`src/rtl/mbe_pkg.sv`:
```
// ----------------------------------------------------------------------------
// mbe_pkg
// shared types, register indexes and fixed-point helpers for the
// mandelbrot escape-time block
// ----------------------------------------------------------------------------
package mbe_pkg;

	// register indexes on the write port
	localparam logic [1:0] REG_X_ORIGIN   = 2'd0;
	localparam logic [1:0] REG_Y_ORIGIN   = 2'd1;
	localparam logic [1:0] REG_PIXEL_STEP = 2'd2;
	localparam logic [1:0] REG_MAX_ITER   = 2'd3;

	// reset values of the registers
	localparam logic signed [31:0] X_ORIGIN_RST   = -32'sd16777216;
	localparam logic signed [31:0] Y_ORIGIN_RST   = -32'sd16777216;
	localparam logic [30:0]        PIXEL_STEP_RST = 31'd32768;
	localparam logic [15:0]        MAX_ITER_RST   = 16'd256;

	// q8.24 format
	localparam int FRAC_BITS = 24;
	// escape threshold 4.0
	localparam logic [40:0] ESCAPE_LIMIT = 41'd1 << 26;

	localparam logic signed [43:0] S32_MAX = 44'sd2147483647;
	localparam logic signed [43:0] S32_MIN = -44'sd2147483648;

	// point c of one item
	typedef struct packed {
		logic signed [31:0] cr;
		logic signed [31:0] ci;
	} coord_t;

	// queue status seen by front and back
	typedef struct packed {
		logic full;
		logic empty;
	} q_status_t;

	// saturate a wide signed value to the signed 32-bit range
	function automatic logic signed [31:0] sat32(input logic signed [43:0] v);
		logic signed [31:0] r;
		if (v > S32_MAX) begin
			r = 32'sh7fffffff;
		end else if (v < S32_MIN) begin
			r = 32'sh80000000;
		end else begin
			r = v[31:0];
		end
		return r;
	endfunction

endpackage

```
`src/rtl/mbe_front.sv`:
```
// ----------------------------------------------------------------------------
// mbe_front
// accepts pixel items, clamps them to the image and maps them to c
// ----------------------------------------------------------------------------
module mbe_front import mbe_pkg::*; #(
	parameter int IMAGE_WIDTH  = 1024,
	parameter int IMAGE_HEIGHT = 1024
) (
	input  logic               clk,
	input  logic               arst_n,
	input  logic               start,
	output logic               busy,
	input  logic [9:0]         pixel_x,
	input  logic [9:0]         pixel_y,
	input  logic signed [31:0] x_origin,
	input  logic signed [31:0] y_origin,
	input  logic [30:0]        pixel_step,
	input  q_status_t          q_status,
	output logic               push,
	output coord_t             push_data
);

	logic        accept;
	logic [9:0]  px;
	logic [9:0]  py;
	logic        valid_s1;
	logic [40:0] prod_x_s1;
	logic [40:0] prod_y_s1;

	// clamp to the last column or row
	always_comb begin
		if (14'(pixel_x) >= 14'(IMAGE_WIDTH)) begin
			px = 10'(IMAGE_WIDTH - 1);
		end else begin
			px = pixel_x;
		end
		if (14'(pixel_y) >= 14'(IMAGE_HEIGHT)) begin
			py = 10'(IMAGE_HEIGHT - 1);
		end else begin
			py = pixel_y;
		end
	end

	assign busy   = valid_s1 & q_status.full;
	assign accept = start & ~busy;
	assign push   = valid_s1 & ~q_status.full;

	always_ff @(posedge clk or negedge arst_n) begin
		if (!arst_n) begin
			valid_s1 <= 1'b0;
		end else if (accept) begin
			valid_s1 <= 1'b1;
		end else if (push) begin
			valid_s1 <= 1'b0;
		end
	end

	always_ff @(posedge clk) begin
		if (accept) begin
			prod_x_s1 <= 41'(px) * 41'(pixel_step);
			prod_y_s1 <= 41'(py) * 41'(pixel_step);
		end
	end

	// origin plus offset, saturated
	always_comb begin
		push_data.cr = sat32(44'(x_origin) + $signed({3'b000, prod_x_s1}));
		push_data.ci = sat32(44'(y_origin) + $signed({3'b000, prod_y_s1}));
	end

endmodule

```
`config.mk`:
```
export PLATFORM = sky130hd
export DESIGN_NAME = mbe_front
export DESIGN_NICKNAME = d
export VERILOG_FILES = /design/src/rtl/mbe_pkg.sv /design/src/rtl/mbe_front.sv
export SDC_FILE = /design/constraint.sdc
export NUM_CORES = 2
export LEC_CHECK = 0
export ABC_AREA = 1
export BUFFER_PORTS_ARGS = -buffer_cell sky130_fd_sc_hd__buf_4
export CORE_MARGIN = 5
export CORE_UTILIZATION = 60
export CTS_CLUSTER_SIZE = 28
export DETAILED_ROUTE_END_ITERATION = 8
export PLACE_DENSITY = 0.79
export SLEW_MARGIN = 20
export SYNTH_ARGS = -nofsm -noshare
export SYNTH_HDL_FRONTEND = slang
export SYNTH_SLANG_ARGS = --single-unit
```
`constraint.sdc`:
```
create_clock -name clk -period 5.5 [get_ports clk]
set_input_delay 0.55 -clock clk [delete_from_list [all_inputs] [get_ports clk]]
set_output_delay 0.55 -clock clk [all_outputs]
set_load 0.01 [all_outputs]
```
Word-level counts from Yosys, hierarchy flattened:

Index checks and enable logic that the tools add are counted.
Widths: inputs -> output; s select.

* bits in registers: 83
* bits in latches: 0
* memory bits (writable): 0
* ROM bits: 0
* input bits: 120
* output and inout bits: 66
* word-level logic and storage cells: 23
* memories: 0

* $add $sub $neg: 2
* $mul: 2
* divide/modulo/power cells: 0
* magnitude comparators: 4
* equal/unequal tests: 0
* shift operators: 0
* muxes and demuxes: 6
* bitwise gates (word level): 5
* reductions and logical operators: 1

Operator list (number)
* $mux 32: 4
* $add 32x42->43: 2
* $gt 43x32->1 const B: 2
* $lt 43x32->1 const B: 2
* $mul 10x31->41: 2
* $and 1x1->1: 3
* $mux 1: 2
* $not 1->1: 2
* $reduce_bool 2->1: 1

Logic depth before layout (Yosys ltp):

* depth in word-level cells: 4
* depth in mapped cells: 24
* depth with buffers taken out: 23

Worst setup path before layout:

Ideal clock, no wire load.

* kind: input -> register
* start point: input port pixel_y[1]
* end point: register prod_y_s1[33], data pin
* setup time: 0.256 ns
* arrival time: 5.172 ns
* data required time: 5.244 ns
* path slack: 0.071 ns
* cell stages on the path: 23
* path buffers: 1
* path through: clkbuf_1 -> nand2_1 -> fa_1 -> inv_1 -> fa_1 -> inv_1 -> fa_1 -> inv_1 -> fa_1 -> inv_1 -> fa_1 -> inv_1 -> ha_1 -> a21oi_1 -> o21ai_0 -> nand2_1 -> nand2_1 -> a31oi_1 -> o21ai_0 -> a21oi_1 -> nor2_1 -> o21bai_1 -> nand2_1

* cells in the longest elaborated chain, start to end: 1

Ends and longest elaborated chain
* start: declaration: RTL line mbe_front.sv:14 `input logic [9:0] pixel_y,`
* $mul 10x31->41: RTL line mbe_front.sv:61 `prod_y_s1 <= 41'(py) * 41'(pixel_step);`
* end signal: assignment: RTL line mbe_front.sv:61
* end: declaration: RTL line mbe_front.sv:28 `logic [40:0] prod_y_s1;`

Every way passes these cells.
A chain may end at the register's enable or synchronous reset.

Worst setup path in the final report:

* start point: input port pixel_x[2]
* end point: register prod_x_s1[36], data pin

* cells in the longest elaborated chain, start to end: 1

Ends and longest elaborated chain
* start: declaration: RTL line mbe_front.sv:13 `input logic [9:0] pixel_x,`
* $mul 10x31->41: RTL line mbe_front.sv:60 `prod_x_s1 <= 41'(px) * 41'(pixel_step);`
* end signal: assignment: RTL line mbe_front.sv:60
* end: declaration: RTL line mbe_front.sv:27 `logic [40:0] prod_x_s1;`

Every way passes these cells.

==> metrics.log <==
INFO  metric wl_met1 = 38500 um
INFO  metric synth_fp_nets = around 5300
INFO  metric hold_class = in -> reg
INFO  metric wl_met2 = 37900 um
INFO  metric synthFlopType = sky130_fd_sc_hd__edfxtp_1
INFO  metric crit_cells = 19
INFO  metric vdd_ir_max = 0.000479 V
INFO  metric clock_tree.root_cell = sky130_fd_sc_hd__clkbuf_16
INFO  metric end_kind = flop
INFO  metric grt_setup_unrepaired = no
INFO  metric htree_num_levels = 3
INFO  metric library_cells_used_by_synthesis = 36
INFO  metric cp_num_buf_inv = 6
INFO  metric final_period_minus_worst_setup_slack = 5.31 ns
INFO  metric fmax = 0.188 GHz
INFO  metric post_synth_main_area_contributors = sky130_fd_sc_hd__fa_1 (31%), sky130_fd_sc_hd__nand2_1 (19%), sky130_fd_sc_hd__inv_1 (14%), sky130_fd_sc_hd__ha_1 (9.8%), sky130_fd_sc_hd__edfxtp_1 (8.2%)
INFO  metric globalRouteTotalUtil = 32.3%
INFO  metric cellLeakagePower = 20.7 nW
INFO  metric antenna_found_initial = 1
INFO  metric antenna_viol_nets_final = 0
INFO  metric seq_area_frac_synth = 8.25%
INFO  metric total_standard_cell_area_after_synthesis = around 30000 um2
INFO  metric crit_path_max_incr_delay = 0.53 ns
INFO  metric crit_family = adder cells
INFO  metric max-clock-path-buffers = 2
INFO  metric crit_path_cell_trace = buf_4, buf_12, nand2_1, fa_1, inv_1, fa_1, fa_1, fa_1, inv_1, fa_1, inv_1, ha_1, a21oi_2, inv_1, a31oi_1, o21ai_1, a311oi_1, nand3_1, xor2_1
INFO  metric dieHeight = 234 um
INFO  metric cts_inserted_buffers = 9
INFO  metric grt.overflow.total = 0
INFO  metric routed_wirelength = roughly 86000 um
INFO  metric crit_top_cell = sky130_fd_sc_hd__fa_1
INFO  metric place_area = 33700 um2
INFO  metric die_w = 234 um
INFO  metric regToRegStartpoint = valid_s1$_DFFE_PN0P_
INFO  metric first_pass_drt_iterations = 6
INFO  metric avgSynthCellArea = about 6.8 um2
INFO  metric nets = 5563
INFO  metric dr_total_vias = 28100
INFO  metric core_area = about 50000 um2
INFO  metric cts_tree = done
INFO  metric viasPerCell = 5.19
INFO  metric post-layout-total-power = 23.7 mW
INFO  metric cts_setup_buffers = 0
INFO  metric fp.dieArea = 54800 um2
INFO  metric grt_first_pass_wirelength = between 100000 and 150000 um
INFO  metric post-route-cell-area = 34100 um2
INFO  metric timing.final.hold_violations = 0
INFO  metric powerDensity = 696 nW/um2
INFO  metric io_buffers = 184
INFO  metric crit_fanout = 21
INFO  metric synth-async-reset-ratio = under 10%
INFO  metric worstPathRequired = about 5.6 ns
INFO  metric postSynthCellCount = 4457
INFO  metric synth.top_cell.area_share = between 30% and 40%
INFO  metric final-setup-viol-count = 0
INFO  metric drcViolationCount = 0
INFO  metric clkTransAtPathRegs = 0.06 ns
INFO  metric floorplan.rows = 82
INFO  metric worst_r2r_endpoint = prod_x_s1[20]$_DFFE_PP_
INFO  metric clk_latency = 0.35 ns
INFO  metric vias_in_the_first_global_route = 27800
INFO  metric ff2ff_setup_slack = 3.42 ns
INFO  metric hpwl = 73700 um
INFO  metric fin_worst_skew = approximately 0.0067 ns
INFO  metric synth_top_cell_by_area = sky130_fd_sc_hd__fa_1
INFO  metric routed-wl-met3 = 7340 um
INFO  metric antenna_cells = 0
INFO  metric synth_enable_flop_cells = 82
INFO  metric final_min_period_over_clock_period = 96.5%
INFO  metric cts_sinks = 83
INFO  metric cp-start-kind = input pin
INFO  metric area_growth = 13.1%
INFO  metric largest_net_degree_at_the_start_of_global_routing = 63
INFO  metric maxCapViolCount = 0
INFO  metric starting_density_of_the_core = 60.3%
INFO  metric setup.worst_path.end = prod_x_s1[36]$_DFFE_PP_
INFO  metric worst_hold_slack = 0.442 ns
INFO  metric slew-limit-headroom = 49.5%
INFO  metric synth-warning-count = 0
INFO  metric wl_per_cell = 15.9 um
INFO  metric status = complete, no violations
INFO  metric filler_cell_count = 4439
INFO  metric route.top_layer_used = met5
INFO  metric ys_seq_elements = 83
INFO  metric crit_path_start = pixel_x[2]
INFO  metric final_core_utilization = 68.3%
INFO  metric worst_r2r_path_depth = 4
INFO  metric fraction_of_final_layout_cells_with_drive_strength_greater_than_1 = under 10%
INFO  metric cpMaxStageDelayCell = sky130_fd_sc_hd__fa_1
INFO  metric worstPathArrival = about 5.4 ns
INFO  metric timing_max_transition_violations_final = 0
INFO  metric drt_first_iter_violations = 2468
INFO  metric pin_count = 186
INFO  metric criticalPathCategory = in -> reg
INFO  metric timing_worst_slew_pin_value = 0.757 ns
INFO  metric gp_congestion = 0.991
==> repair_timing <==
| item | in CTS | in global routing |
|---|---|---|
| hold endpoints to repair | 1 | 0 |
| resized for setup | 0 | 20 |
| setup endpoints to repair | 0 | 17 |
| hold buffers | 1 | 0 |
==> metal layers <==
metal / vias to the layer above / track usage, %
met5: - / 0
met4: 2 / 8.70
li1: 13700 / -
met2: 1188 / 50.8
met1: 13100 / 48.1
met3: 127 / 3.32
==> per-stage QoR <==
| stage | TNS, ns | setup WS (ns) | std cells |
|---|---|---|---|
| floorplan | 0 | 0.0712 | 4457 |
| detailed placement | -1.14 | -0.103 | 5405 |
| CTS | 0 | 0.250 | 5422 |
| global placement | -0.276 | -0.0639 | 5405 |
| finish | 0 | 0.194 | 5422 |
| global route | 0 | 0.00151 | 5422 |
==> tightest hold or removal path, stage by stage <==
cell and delay (ns):
sky130_fd_sc_hd__buf_4 0.08, sky130_fd_sc_hd__inv_1 0.06, sky130_fd_sc_hd__nand2_1 0.07
==> registers in the layout, indices dropped and copies added (netlist names) <==
register and cells:
prod_x_s1 41, prod_y_s1 41, valid_s1 1
==> cells by family after synthesis <==
kind of cell | Yosys count | share of synthesized area (%)
and+or+nand+nor | 1944 | 25.2
adders and majority gates | 698 | 40.5
buffers and inverters | 1275 | 16.1
AOI/OAI and AO/OA | 322 | 6.00
DFF | 83 | 8.25
xor gates and xnor gates | 135 | 3.92
==> area by class of cell <==
class | count | area, um2 | share of cell area [%]
Clock buffer | 12 | 236 | 0.693
Clock inverter | 4 | 76.3 | 0.224
Inverter | 1141 | 4280 | 12.6
Multi-Input combinational cell | 3099 | 22900 | 67.0
Sequential cell | 83 | 2490 | 7.29
Tap cell | 672 | 841 | 2.47
Timing Repair Buffer | 411 | 3320 | 9.73
==> worst min path at each step <==
stage                                 endpoint  startpoint  slack, ns  cells past startpoint
after CTS                 valid_s1$_DFFE_PN0P_       start       0.43                      3
after floorplan           valid_s1$_DFFE_PN0P_      arst_n       0.25                      0
after detailed placement  valid_s1$_DFFE_PN0P_      arst_n       0.34                      1
final                     valid_s1$_DFFE_PN0P_       start       0.44                      3
after global routing      valid_s1$_DFFE_PN0P_       start       0.46                      3
after global placement    valid_s1$_DFFE_PN0P_      arst_n       0.34                      1
==> Yosys cell counts (all sizes together) (5+ instances only) <==
cell type  count
nor3          18
a21oi        162
buf           12
a21o          11
xnor2         56
nand4         33
nand2       1507
nor2         270
inv         1141
o221ai         5
nand3        103
fa           462
o21ai         69
o21bai        16
xor2          79
ha           236
o21a          12
a31oi         34
clkbuf       122
edfxtp        82
nor4           8
==> placed cells by master (no fill, tap or decap), types with 9 or more instances in the layout <==
cell type / netlist / layout
sky130_fd_sc_hd__nor3_1: 16 / 15
sky130_fd_sc_hd__nand3_1: 102 / 102
sky130_fd_sc_hd__o21bai_1: 16 / 16
sky130_fd_sc_hd__edfxtp_1: 82 / 82
sky130_fd_sc_hd__fa_1: 462 / 462
sky130_fd_sc_hd__a21o_1: 11 / 11
sky130_fd_sc_hd__buf_12: 0 / 18
sky130_fd_sc_hd__a31oi_1: 34 / 33
sky130_fd_sc_hd__ha_1: 236 / 235
sky130_fd_sc_hd__inv_1: 1141 / 1141
sky130_fd_sc_hd__xor2_1: 79 / 79
sky130_fd_sc_hd__nand4_1: 33 / 33
sky130_fd_sc_hd__xnor2_1: 56 / 56
sky130_fd_sc_hd__a21oi_1: 162 / 157
sky130_fd_sc_hd__o21a_1: 12 / 12
sky130_fd_sc_hd__clkbuf_16: 0 / 9
sky130_fd_sc_hd__nand2_1: 1501 / 1501
sky130_fd_sc_hd__buf_4: 2 / 391
sky130_fd_sc_hd__nor2_1: 267 / 266
sky130_fd_sc_hd__o21ai_0: 64 / 58
sky130_fd_sc_hd__o21ai_1: 5 / 10
==> report_power, final <==
part | total (mW) | internal [mW] | switching [mW]
Sequential | 1.83 | 1.67 | 0.156
Clock | 0.635 | 0.399 | 0.236
Combinational | 21.3 | 8.66 | 12.6
No activity file was read; power rests on OpenSTA's default activity.
