$ cat src/rtl/mbe_pkg.sv
// ----------------------------------------------------------------------------
// mbe_pkg
// shared types, register indexes and fixed-point helpers for the
// mandelbrot escape-time block
// ----------------------------------------------------------------------------
package mbe_pkg;

	// register indexes on the write port
	localparam logic [1:0] REG_X_ORIGIN   = 2'd0;
	localparam logic [1:0] REG_Y_ORIGIN   = 2'd1;
	localparam logic [1:0] REG_PIXEL_STEP = 2'd2;
	localparam logic [1:0] REG_MAX_ITER   = 2'd3;

	// reset values of the registers
	localparam logic signed [31:0] X_ORIGIN_RST   = -32'sd16777216;
	localparam logic signed [31:0] Y_ORIGIN_RST   = -32'sd16777216;
	localparam logic [30:0]        PIXEL_STEP_RST = 31'd32768;
	localparam logic [15:0]        MAX_ITER_RST   = 16'd256;

	// q8.24 format
	localparam int FRAC_BITS = 24;
	// escape threshold 4.0
	localparam logic [40:0] ESCAPE_LIMIT = 41'd1 << 26;

	localparam logic signed [43:0] S32_MAX = 44'sd2147483647;
	localparam logic signed [43:0] S32_MIN = -44'sd2147483648;

	// point c of one item
	typedef struct packed {
		logic signed [31:0] cr;
		logic signed [31:0] ci;
	} coord_t;

	// queue status seen by front and back
	typedef struct packed {
		logic full;
		logic empty;
	} q_status_t;

	// saturate a wide signed value to the signed 32-bit range
	function automatic logic signed [31:0] sat32(input logic signed [43:0] v);
		logic signed [31:0] r;
		if (v > S32_MAX) begin
			r = 32'sh7fffffff;
		end else if (v < S32_MIN) begin
			r = 32'sh80000000;
		end else begin
			r = v[31:0];
		end
		return r;
	endfunction

endpackage

$ cat src/rtl/mbe_queue.sv
// ----------------------------------------------------------------------------
// mbe_queue
// two-entry queue of c points between front and iteration unit
// ----------------------------------------------------------------------------
module mbe_queue import mbe_pkg::*; (
	input  logic      clk,
	input  logic      arst_n,
	input  logic      push,
	input  coord_t    push_data,
	input  logic      pop,
	output coord_t    head,
	output q_status_t status
);

	localparam int DEPTH = 2;

	coord_t     mem_q [DEPTH];
	logic       wr_ptr_q;
	logic       rd_ptr_q;
	logic [1:0] count_q;

	assign status.full  = (count_q == 2'(DEPTH));
	assign status.empty = (count_q == 2'd0);
	assign head         = mem_q[rd_ptr_q];

	always_ff @(posedge clk or negedge arst_n) begin
		if (!arst_n) begin
			wr_ptr_q <= 1'b0;
			rd_ptr_q <= 1'b0;
			count_q  <= 2'd0;
		end else begin
			if (push) begin
				wr_ptr_q <= ~wr_ptr_q;
			end
			if (pop) begin
				rd_ptr_q <= ~rd_ptr_q;
			end
			if (push && !pop) begin
				count_q <= count_q + 2'd1;
			end else if (pop && !push) begin
				count_q <= count_q - 2'd1;
			end
		end
	end

	always_ff @(posedge clk) begin
		if (push) begin
			mem_q[wr_ptr_q] <= push_data;
		end
	end

endmodule

$ cat config.mk
export PLATFORM = sky130hd
export DESIGN_NAME = mbe_queue
export DESIGN_NICKNAME = d
export VERILOG_FILES = /design/src/rtl/mbe_pkg.sv /design/src/rtl/mbe_queue.sv
export SDC_FILE = /design/constraint.sdc
export NUM_CORES = 1
export LEC_CHECK = 0
export BUFFER_PORTS_ARGS = -buffer_cell sky130_fd_sc_hd__buf_4
export CAP_MARGIN = 20
export CORE_UTILIZATION = 56
export CTS_CLUSTER_SIZE = 12
export DETAILED_ROUTE_END_ITERATION = 10
export MAX_ROUTING_LAYER = met4
export PLACE_DENSITY = 0.84
export SLEW_MARGIN = 25
export SYNTH_ARGS = -nofsm -noshare
export SYNTH_HDL_FRONTEND = slang
export SYNTH_SLANG_ARGS = --single-unit
$ cat constraint.sdc
create_clock -name clk -period 9.38 [get_ports clk]
set_input_delay 0.469 -clock clk [delete_from_list [all_inputs] [get_ports clk]]
set_output_delay 0.469 -clock clk [all_outputs]
set_load 0.01 [all_outputs]
After elaboration in Yosys (flattened, before gate mapping)
Memory sizes are Yosys's and may differ from the RTL's.
Cells that the tools add are included.
- register bits: 4
- bits in latches: 0
- output and inout bits: 66
- input port bits: 68
- bits in read-only memories: 0
- logic and storage cells: 19
- memories kept: 1
- RAM bits: 128
- shift operators: 0
- bitwise operators: 2
- reduce and logical (&&, ||, !) cells: 6
- div/mod/pow operators: 0
- equality and inequality tests: 1
- muxes and demuxes: 4
- $lt $le $gt $ge: 0
- multiply operators: 0
- add/subtract/negate cells: 2
- memories (memory ; words ; bits a word ; read ports ; clocked after memory_dff ; write ports ; line ; RTL):
    mem_q ; 2 ; 64 ; 1 ; 0 ; 1 ; mbe_queue.sv:17 ; coord_t mem_q [DEPTH];
- operator list (operator ; number):
    2-bit two-way mux ; 2
    2-bit by 1-bit adder with 2-bit output (second input constant) ; 1
    2-bit == test (second input constant) ; 1
    1-bit logical AND ; 2
    1-bit zero test ; 2
    2-bit zero test ; 1
    1-bit two-way mux ; 2
    1-bit inverter ; 2
    2-bit nonzero test ; 1
    2-bit by 1-bit subtractor with 2-bit output (second input constant) ; 1

Longest topological paths before layout
Gate-level depths: netlist of the first run.
- depth after elaboration: 4
- mapped depth: 5
- depth with buffers taken out: 5

Least setup slack after synthesis of the first run
Ideal clock, no wire load.
- path kind: input port to flip-flop
- from: in push
- to: mem mem_q[0][0] (netlist bit), enable pin
- library setup time: 494 ps
- stages: 1
- setup slack: 5603 ps
- arrival: 3283 ps
- path through: nor2b_1
- word-level cells in the longest chain between the ends: 2
- RTL lines (element ; line ; RTL):
    start: declaration ; mbe_queue.sv:8 ; input logic push,
    1-bit two-way mux ; mbe_queue.sv:47 ; if (push) begin
    1-bit two-way mux (implied by the code) ; mbe_queue.sv:48 ; mem_q[wr_ptr_q] <= push_data;
    end: declaration ; mbe_queue.sv:17 ;
No other way between the ends.

==> results_dict.tcl, run 1 <==
set metrics [dict create \
    cts-htree-levels 4 \
    layout.nets 433 \
    fin_crit_ps 2609 \
    syn_area_per_cell_um2 23.31 \
    rsz0062_at_grt "false" \
    grt_remaining_overflow 0 \
    drive_gt1_share_pct 61.54 \
    final_max_slew_viol_count 0 \
    numCtsBuffers 17 \
    maxSlewHeadroom_pct 52.35 \
    status "complete, no violations" \
    fill_cells 476 \
    first_global_vias 2382 \
    clock_path_buffers 2 \
    yosysTopAreaCellShare_pct 76.70 \
    hpwlAfterDp_um 5399 \
    antenna_cells 0 \
    ys_ff_latch 132 \
    drc 0 \
    setup_violations 0 \
    die_width_um 96.60 \
    hold_viol 0 \
    worstPathMaxFanout 34 \
    start_util_pct 57.74 \
    vias 2445 \
    cts_tree "yes" \
    clkSlewWorstSetupHoldPaths_ps 50 \
    synth_area_leaders "edfxtp_1 (77%), mux2_4 (15%), mux2_2 (3.1%)" \
    drv_cap 0 \
    ys_warn_count 0 \
    p_leak_uw 0.002696 \
    cp.arrival_ps 2140 \
    startpoint_type "flip-flop" \
    yosysUniqueCellTypes 13 \
    rows 34 \
    syn_nets 284 \
    powerDensity_nw_per_um2 309.9 \
    port_buffers 133 \
    grt_max_degree 53 \
    grt_use_met2_pct 29.75 \
    critPathRequiredTime_ps 8910 \
    gp_congestion 0.6999 \
    path_class "flip-flop to primary output" \
    max_stage_delay_ps 790 \
    hold_slack_ps 144.1 \
    postCtsResizedCells 0 \
    root_buffer "clkbuf_8" \
    grt_usage_pct 18.62 \
    dieArea_um2 9331 \
    area_growth_pct 33.53 \
    busiest_layer "met2" \
    antenna_found_initial 0 \
    tightest_slew_ps 713.3 \
    grt_pass1_wl_um 11760 \
    synth_area_um2 5011 \
    gr-usage-met3_pct 5.712 \
    drt_iter0_drc 127 \
    synth-seq-area-share_pct 78.70 \
    synthCells 215 \
    ir_worst_vdd_v 0.0002026 \
    clk_latency_ps 500 \
    hold_path.class "input port to flip-flop" \
    die_h_um 96.60 \
    routed_wirelength_um 8318 \
    yosys.area.top_type "edfxtp_1" \
    fmax_mhz 383.3 \
    final_util_pct 77.11 \
    crit_path_end_kind "primary output" \
    coreArea_um2 8678 \
    first_pass_iters 4 \
    pin_count 134 \
    crit_slowest_cell "dfrtp_4" \
    routedWlPerCell_um 17.15 \
    fin_crit_sh_pct 27.81 \
    skew_ps 5.351 \
    vias_per_cell 5.041 \
    antenna_left 0 \
    clkSinkCount 132 \
    setup_tns_ps 0 \
    crit_chain "buf_16 > mux2_2 > buf_4" \
    grtUsageMet1_pct 22.13 \
]
Yosys cell counts (all sizes together):
master / count
ha: 1
dfrtp: 4
nor2: 2
inv: 1
xor2: 4
nor2b: 2
edfxtp: 128
mux2: 64
and2: 1
buf: 7
xnor2: 1
sequential cells by signal, indices dropped and copies added, names as in the netlist:
signal,count
mem_q,128
count_q,2
rd_ptr_q,1
wr_ptr_q,1
cell usage in the layout, fill, tap and decap left out, drive strengths merged:
cell type / synthesis / final
and2: 1 / 1
buf: 7 / 136
bufinv: 0 / 2
clkbuf: 0 / 17
clkinv: 0 / 9
clkinvlp: 0 / 3
dfrtp: 4 / 4
dlygate4sd3: 0 / 1
edfxtp: 128 / 128
ha: 1 / 1
inv: 1 / 2
mux2: 64 / 64
nor2: 2 / 2
nor2b: 2 / 2
xnor2: 1 / 1
xor2: 4 / 4
timing repair:
item | in CTS | in global routing
setup buffers | 0 | 0
hold buffers | 1 | 0
hold endpoints to repair | 4 | 0
logic make-up after synthesis:
logic type                 Yosys count  synth area share, %
muxes                               64                18.13
buffers and inverters                8                1.523
and+or+nand+nor                      5               0.5244
DFF                                132                78.70
xor gates and xnor gates             5               0.8739
adders and majority gates            1               0.2496
worst paths after layout:
path,startpoint,end,slack [ps],cells past startpoint
min,pop,rd_ptr_q,140,2
max in group asynchronous,arst_n,rd_ptr_q,8940,2
min reg2reg,count_q[1],count_q[1],500,1
max,rd_ptr_q,head[56],6770,3
max reg2reg,wr_ptr_q,mem_q[0][0],7410,2
min in group asynchronous,arst_n,count_q[1],320,2
worst max-delay path: cells and delay by family (launching register included):
family,cells,cell delay (ps)
DFF,1,790
buffers and inverters,2,460
muxes,1,380
area by class of cell:
type / count / area (µm²) / area share, %
Clock inverter: 15 / 140.1 / 2.094
Multi-Input combinational cell: 75 / 999.7 / 14.94
Tap cell: 108 / 135.1 / 2.019
Sequential cell: 132 / 3948 / 58.99
Clock buffer: 17 / 414.1 / 6.189
Timing Repair Buffer: 137 / 1051 / 15.71
Inverter: 1 / 3.754 / 0.05610
per-stage QoR:
stage	area, µm²	setup WS (ps)	instances	power (µW)
global route	6691	6687	485	2162
floorplan	5011	5603	215	1241
detailed placement	6127	7188	452	1492
CTS	6691	6725	485	2097
global placement	6100	7157	451	1467
finish	6691	6771	485	2074
routing by layer:
| layer | vias up | wire length, µm |
|---|---|---|
| met5 | - | 0 |
| met4 | 0 | 102 |
| met3 | 10 | 636 |
| met2 | 109 | 4293 |
| met1 | 1183 | 3285 |
| li1 | 1143 | - |
power breakdown:
group          internal (µW)  switching (µW)  leakage, µW  total [µW]
logic                    362             255      0.00118         617
registers                786            68.5      0.00125         855
clock network            374             228     0.000266         602
total                   1520             552      0.00270        2070
(Power assumes the default switching activity.)
==> run 2, diff against run 1 <==
Settings changed: ABC_AREA from default to 1, CORE_UTILIZATION 56 to 47, PLACE_DENSITY 0.84 to 0.75.
Clock period 9.38 ns to 2.2 ns, I/O delays scaled along.
==> run 2 against run 1 <==
Worst hold slack better by 190 ps. Clock-buffer cell count up 2. Clock power increased to 4.6 times the previous value. Combinational power grew to 4.8 times the previous value. Sequential cell count did not move. Power increased to 4.5 times the previous value. Final area rose by 13%. Synthesized cell count grew 4.2%. Core utilization fell by 4.5 points. Critical path depth unchanged. Die area increased by 19%. Critical endpoint unchanged. Largest cell class unchanged.
==> results_dict.tcl, run 2 <==
set metrics [dict create \
    hpwlAfterDp_um 5437 \
    antenna_found_initial 0 \
    regToRegSetupSlack_ps 740 \
    min_to "mem_q[0][54]" \
    final_max_slew_viol_count 0 \
    r2r-start "wr_ptr_q" \
    die_h_um 105.5 \
    maxSlewHeadroom_pct 69.73 \
    syn_nets 293 \
    grt_remaining_overflow 0 \
    fmax_mhz 504.6 \
    p_leak_uw 0.003070 \
    cp.arrival_ps 1870 \
    path_class "flip-flop to primary output" \
    first_global_vias 2962 \
    powerDensity_nw_per_um2 1235 \
    synth_edf_count 128 \
    clock_path_buffers 2 \
    yosysUniqueCellTypes 14 \
    grt_pass1_wl_um 14430 \
    ys_top_cells_by_count "edfxtp_1 (128), mux2_4 (50), mux2_2 (14)" \
    drc 0 \
    fin_crit_ps 1982 \
    worstPathMaxFanout 15 \
    final_common_cell "buf_4" \
    tightest_slew_ps 453.3 \
    synth-seq-area-share_pct 78.39 \
    coreArea_um2 10370 \
    min_path_cells 2 \
    ys_ff_latch 132 \
    startpoint_type "flip-flop" \
    critPathRequiredTime_ps 2090 \
    cts-htree-levels 4 \
    clkSlewWorstSetupHoldPaths_ps 60 \
    fill_cells 617 \
    pin_count 134 \
    crit_path_end_kind "primary output" \
    clk_latency_ps 510 \
    numCtsBuffers 17 \
    rr_worst_depth 3 \
    rows 37 \
    ir_worst_vdd_v 0.0008099 \
    ys.flop_type "edfxtp_1" \
    vias 2801 \
    dieArea_um2 11120 \
    antenna_left 0 \
    p_total_uw 9295 \
    clkSinkCount 132 \
    synthArstFlopShare_pct 3.030 \
    die_width_um 105.5 \
    root_buffer "clkbuf_8" \
    top_register "mem_q" \
    status "complete, no violations" \
    largest_reg_flops 128 \
    synth_area_um2 5031 \
    area_growth_pct 49.64 \
    grt_usage_pct 18.48 \
    yosys.area.top_type "edfxtp_1" \
    worstHoldStart "push_data[54]" \
    antenna_cells 0 \
    yosysMostFrequentCell "edfxtp_1" \
    vias_per_cell 4.715 \
    gp_congestion 0.6621 \
    reg_top3 "mem_q (128), count_q (2)" \
    grt_max_degree 42 \
    port_buffers 133 \
    setup_violations 0 \
    synth_area_leaders "edfxtp_1 (76%), mux2_4 (15%), mux2_2 (3.1%)" \
    postLayoutSetupSlackWorst_ps 218.1 \
    skew_ps 7.199 \
    drv_cap 0 \
    yosysTopAreaCellShare_pct 76.40 \
    layout_common_cells "buf_4 (138), edfxtp_1 (128), dlygate4sd3_1 (68)" \
    hold_viol 0 \
    start_util_pct 48.52 \
    ys_warn_count 0 \
    hold_path.class "input port to flip-flop" \
    first_pass_iters 4 \
    synthCells 224 \
    layout.nets 515 \
    r2r-end "mem_q[1][18]" \
    cts_tree "yes" \
    fin_crit_sh_pct 90.09 \
    pre_cts_ws_ps 579.2 \
    syn_area_per_cell_um2 22.46 \
    drive_gt1_share_pct 51.75 \
    routed_wirelength_um 9589 \
    drt_iter0_drc 64 \
    postCtsResizedCells 0 \
    routedWlPerCell_um 16.14 \
    setup_tns_ps 0 \
    rsz0062_at_grt "false" \
]
run 2: cell count changes in the layout (fill, tap and decap cells not counted), sizes merged, moves of 2 or more:
cell and delta:
xor2 -2, nand2 +5, nor2b -2, dlygate4sd3 +67, clkbuf +2, inv +5, bufinv +2, clkinvlp -3
buf +6
run 2: routing by layer:
layer / global-route usage, % / routed length (µm) / share of wire (%)
met5: - / 0 / 0
met3: 6.308 / 493 / 5.1
met4: 5.734 / 75 / 0.78
met1: 19.81 / 3893 / 41
met2: 32.19 / 5127 / 53
run 2: worst max path at each step:
| stage | startpoint | end | slack [ps] | cells after the start |
|---|---|---|---|---|
| floorplan | wr_ptr_q | mem_q[1][0] | 70 | 2 |
| global placement | rd_ptr_q | head[63] | 590 | 3 |
| detailed placement | rd_ptr_q | head[56] | 580 | 3 |
| CTS | rd_ptr_q | head[56] | 20 | 3 |
| global route | rd_ptr_q | head[63] | 140 | 3 |
| finish | rd_ptr_q | head[56] | 220 | 3 |
run 2: logic make-up after synthesis:
group	after synthesis	share of synthesized area, %
xor+xnor	3	0.5224
fa+ha+maj	1	0.2487
buf+inv	14	1.965
flops	132	78.39
mux	64	18.06
simple gates	10	0.8207
run 2: cell type report:
type                            count  area [µm²]  share of cell area, %
Tap cell                          136       170.2                  2.260
Timing Repair Buffer              210        1804                  23.97
Inverter                            7       26.28                 0.3490
Multi-Input combinational cell     78       996.0                  13.23
Sequential cell                   132        3948                  52.43
Clock inverter                     12       162.7                  2.161
Clock buffer                       19       421.7                  5.601
run 2: where the power goes:
group / internal (µW) / switching (µW)
clock: 1820 / 952
sequential: 3340 / 201
combinational: 1720 / 1260
total: 6880 / 2420
run 2: per-stage QoR:
step,utilization (%),area (µm²),hold WS [ps],instances
floorplan,-,5039,-185.6,224
global placement,60.14,6236,-91.07,494
detailed placement,60.14,6236,-89.70,494
CTS,72.33,7501,292.8,593
global route,72.60,7528,306.8,594
finish,72.60,7528,329.3,594
run 2: repair_timing:
item,CTS,global route
endpoints found under the hold margin,135,0
hold buffers,68,0
setup buffers,0,1
endpoints found under the setup margin,0,15
run 2: critical path, stage by stage (launching register included):
cell and delay [ps]:
dfrtp_4 600, buf_4 270, mux2_2 350, buf_4 140
==> run 3, diff against run 2 <==
Settings changed: RECOVER_POWER from default to 100, SLEW_MARGIN 25 to 10.
==> run 3 against run 2 <==
First-iteration DRC count is 6.3% higher. Via count shrank 0.29%. Critical path depth is 1 lower. Cell count unchanged. Worst setup slack worse by 18 ps. Clock-buffer cell count unchanged. Die area stayed put. Fmax is 0.89% lower. Non-clock buffer count unchanged. Clock power hardly changed. Largest power group unchanged.
==> results_dict.tcl, run 3 (same netlist as run 2, synthesis figures left out) <==
set metrics [dict create \
    status "complete, no violations" \
    die_h_um 105.5 \
    routedWlPerCell_um 16.11 \
    clk_latency_ps 500 \
    drive_gt1_share_pct 34.28 \
    vias_per_cell 4.702 \
    numCtsBuffers 17 \
    largest_reg_flops 128 \
    crit_path_end_kind "flip-flop" \
    final_max_slew_viol_count 0 \
    layout_common_cells "edfxtp_1 (128), dlygate4sd3_1 (68), clkbuf_4 (51)" \
    drv_cap 0 \
    rsz0062_at_grt "false" \
    powerDensity_nw_per_um2 1215 \
    skew_ps 7.475 \
    hold_path.class "input port to flip-flop" \
    worstPathMaxFanout 41 \
    pin_count 134 \
    root_buffer "clkbuf_8" \
    vias 2793 \
    cts-htree-levels 4 \
    setup_violations 0 \
    antenna_cells 0 \
    p_sw_share_pct 26.79 \
    power.switching_uw 2346 \
    start_util_pct 48.52 \
    drc 0 \
    critPathRequiredTime_ps 2380 \
    clockPowerShare_pct 31.6 \
    drt_iter0_drc 68 \
    fin_crit_sh_pct 90.90 \
    antenna_left 0 \
    finalNonFillerCells 594 \
    crit_slowest_cell "nor2_1" \
    dieArea_um2 11120 \
    regToRegSetupSlack_ps 200 \
    first_global_vias 2962 \
    dp.cells 494 \
    startpoint_type "flip-flop" \
    rows 37 \
    layout.nets 515 \
    top_register "mem_q" \
    comb_power_share_pct 28.1 \
    area_growth_pct 43.27 \
    crit_chain "nor2_1 > buf_12" \
    reg_top3 "mem_q (128), count_q (2)" \
    internal_power_uw 6412 \
    maxSlewHeadroom_pct 21.44 \
    max_stage_delay_ps 900 \
    postCtsResizedCells 0 \
    grt_remaining_overflow 0 \
    fill_cells 717 \
    final_util_pct 69.51 \
    cp.arrival_ps 2180 \
    clkSinkCount 132 \
    coreArea_um2 10370 \
    gp_congestion 0.6621 \
    hold_viol 0 \
    hpwlAfterDp_um 5437 \
    final_common_cell "edfxtp_1" \
    fmax_mhz 500.1 \
    grt_max_degree 42 \
    seqPwrFrac_pct 40.3 \
    tightest_slew_ps 1174 \
    grt_pass1_wl_um 14430 \
    fin_crit_ps 2000 \
    clock_path_buffers 2 \
    first_pass_iters 4 \
    grt_usage_pct 18.48 \
    ir_worst_vdd_v 0.0007995 \
    path_class "flip-flop to flip-flop" \
    antenna_found_initial 0 \
    p_leak_uw 0.002748 \
    clkSlewWorstSetupHoldPaths_ps 60 \
    routed_wirelength_um 9569 \
    port_buffers 133 \
    die_width_um 105.5 \
    cts_tree "yes" \
    setup_tns_ps 0 \
]
## run 3: per-layer routing
layer,track usage (%),vias up,wire length [µm]
li1,-,1318,-
met1,19.81,1372,3916
met2,32.19,96,5085
met3,6.308,7,503
met4,5.734,0,64
met5,-,-,0
## run 3: worst paths after layout
kind	cells after the start	start	to
hold / removal	3	pop	rd_ptr_q
hold reg to reg	1	wr_ptr_q	wr_ptr_q
max in group asynchronous	3	arst_n	rd_ptr_q
setup reg to reg	2	wr_ptr_q	mem_q[0][9]
min in group asynchronous	3	arst_n	rd_ptr_q
setup / recovery	2	wr_ptr_q	mem_q[0][9]
## run 3: what timing repair did
| item | 4_1_cts | 5_1_grt |
|---|---|---|
| buffers inserted | 0 | 1 |
| hold buffers | 68 | 0 |
| endpoints found under the hold margin | 135 | 0 |
| setup endpoints to repair | 0 | 15 |
## run 3: power by group through the flow
| stage | clock [µW] | combinational, µW | sequential, µW |
|---|---|---|---|
| 2_1_floorplan | 0 | 1780 | 3510 |
| 3_3_place_gp | 0 | 2750 | 3620 |
| 3_5_place_dp | 0 | 2780 | 3650 |
| 4_1_cts | 2820 | 2890 | 3600 |
| 5_1_grt | 2930 | 2630 | 3580 |
| 6_report | 2760 | 2460 | 3530 |
## run 3: metrics by stage
stage          cell area (µm²)  power [µW]  hold WS (ps)  setup WS (ps)
5_1_grt                   7208        9149         315.2          71.84
2_1_floorplan             5039        5282        -185.6          68.57
3_5_place_dp              6236        6431        -89.70          579.2
6_report                  7208        8757         335.6          200.2
3_3_place_gp              6236        6367        -91.07          589.4
4_1_cts                   7501        9313         292.8          22.49
## run 3: layout make-up
| cell class | count | area [µm²] | area share (%) |
|---|---|---|---|
| Sequential cell | 132 | 3948 | 54.76 |
| Tap cell | 136 | 170.2 | 2.361 |
| Clock inverter | 12 | 162.7 | 2.257 |
| Timing Repair Buffer | 210 | 1653 | 22.93 |
| Clock buffer | 19 | 421.7 | 5.850 |
| Inverter | 7 | 26.28 | 0.3645 |
| Multi-Input combinational cell | 78 | 827.0 | 11.47 |
## run 3: worst max-delay path, delay by kind of cell (launching register included)
kind	cells	cell delay, ps
buf+inv	1	330
simple gates	1	900
flops	1	400
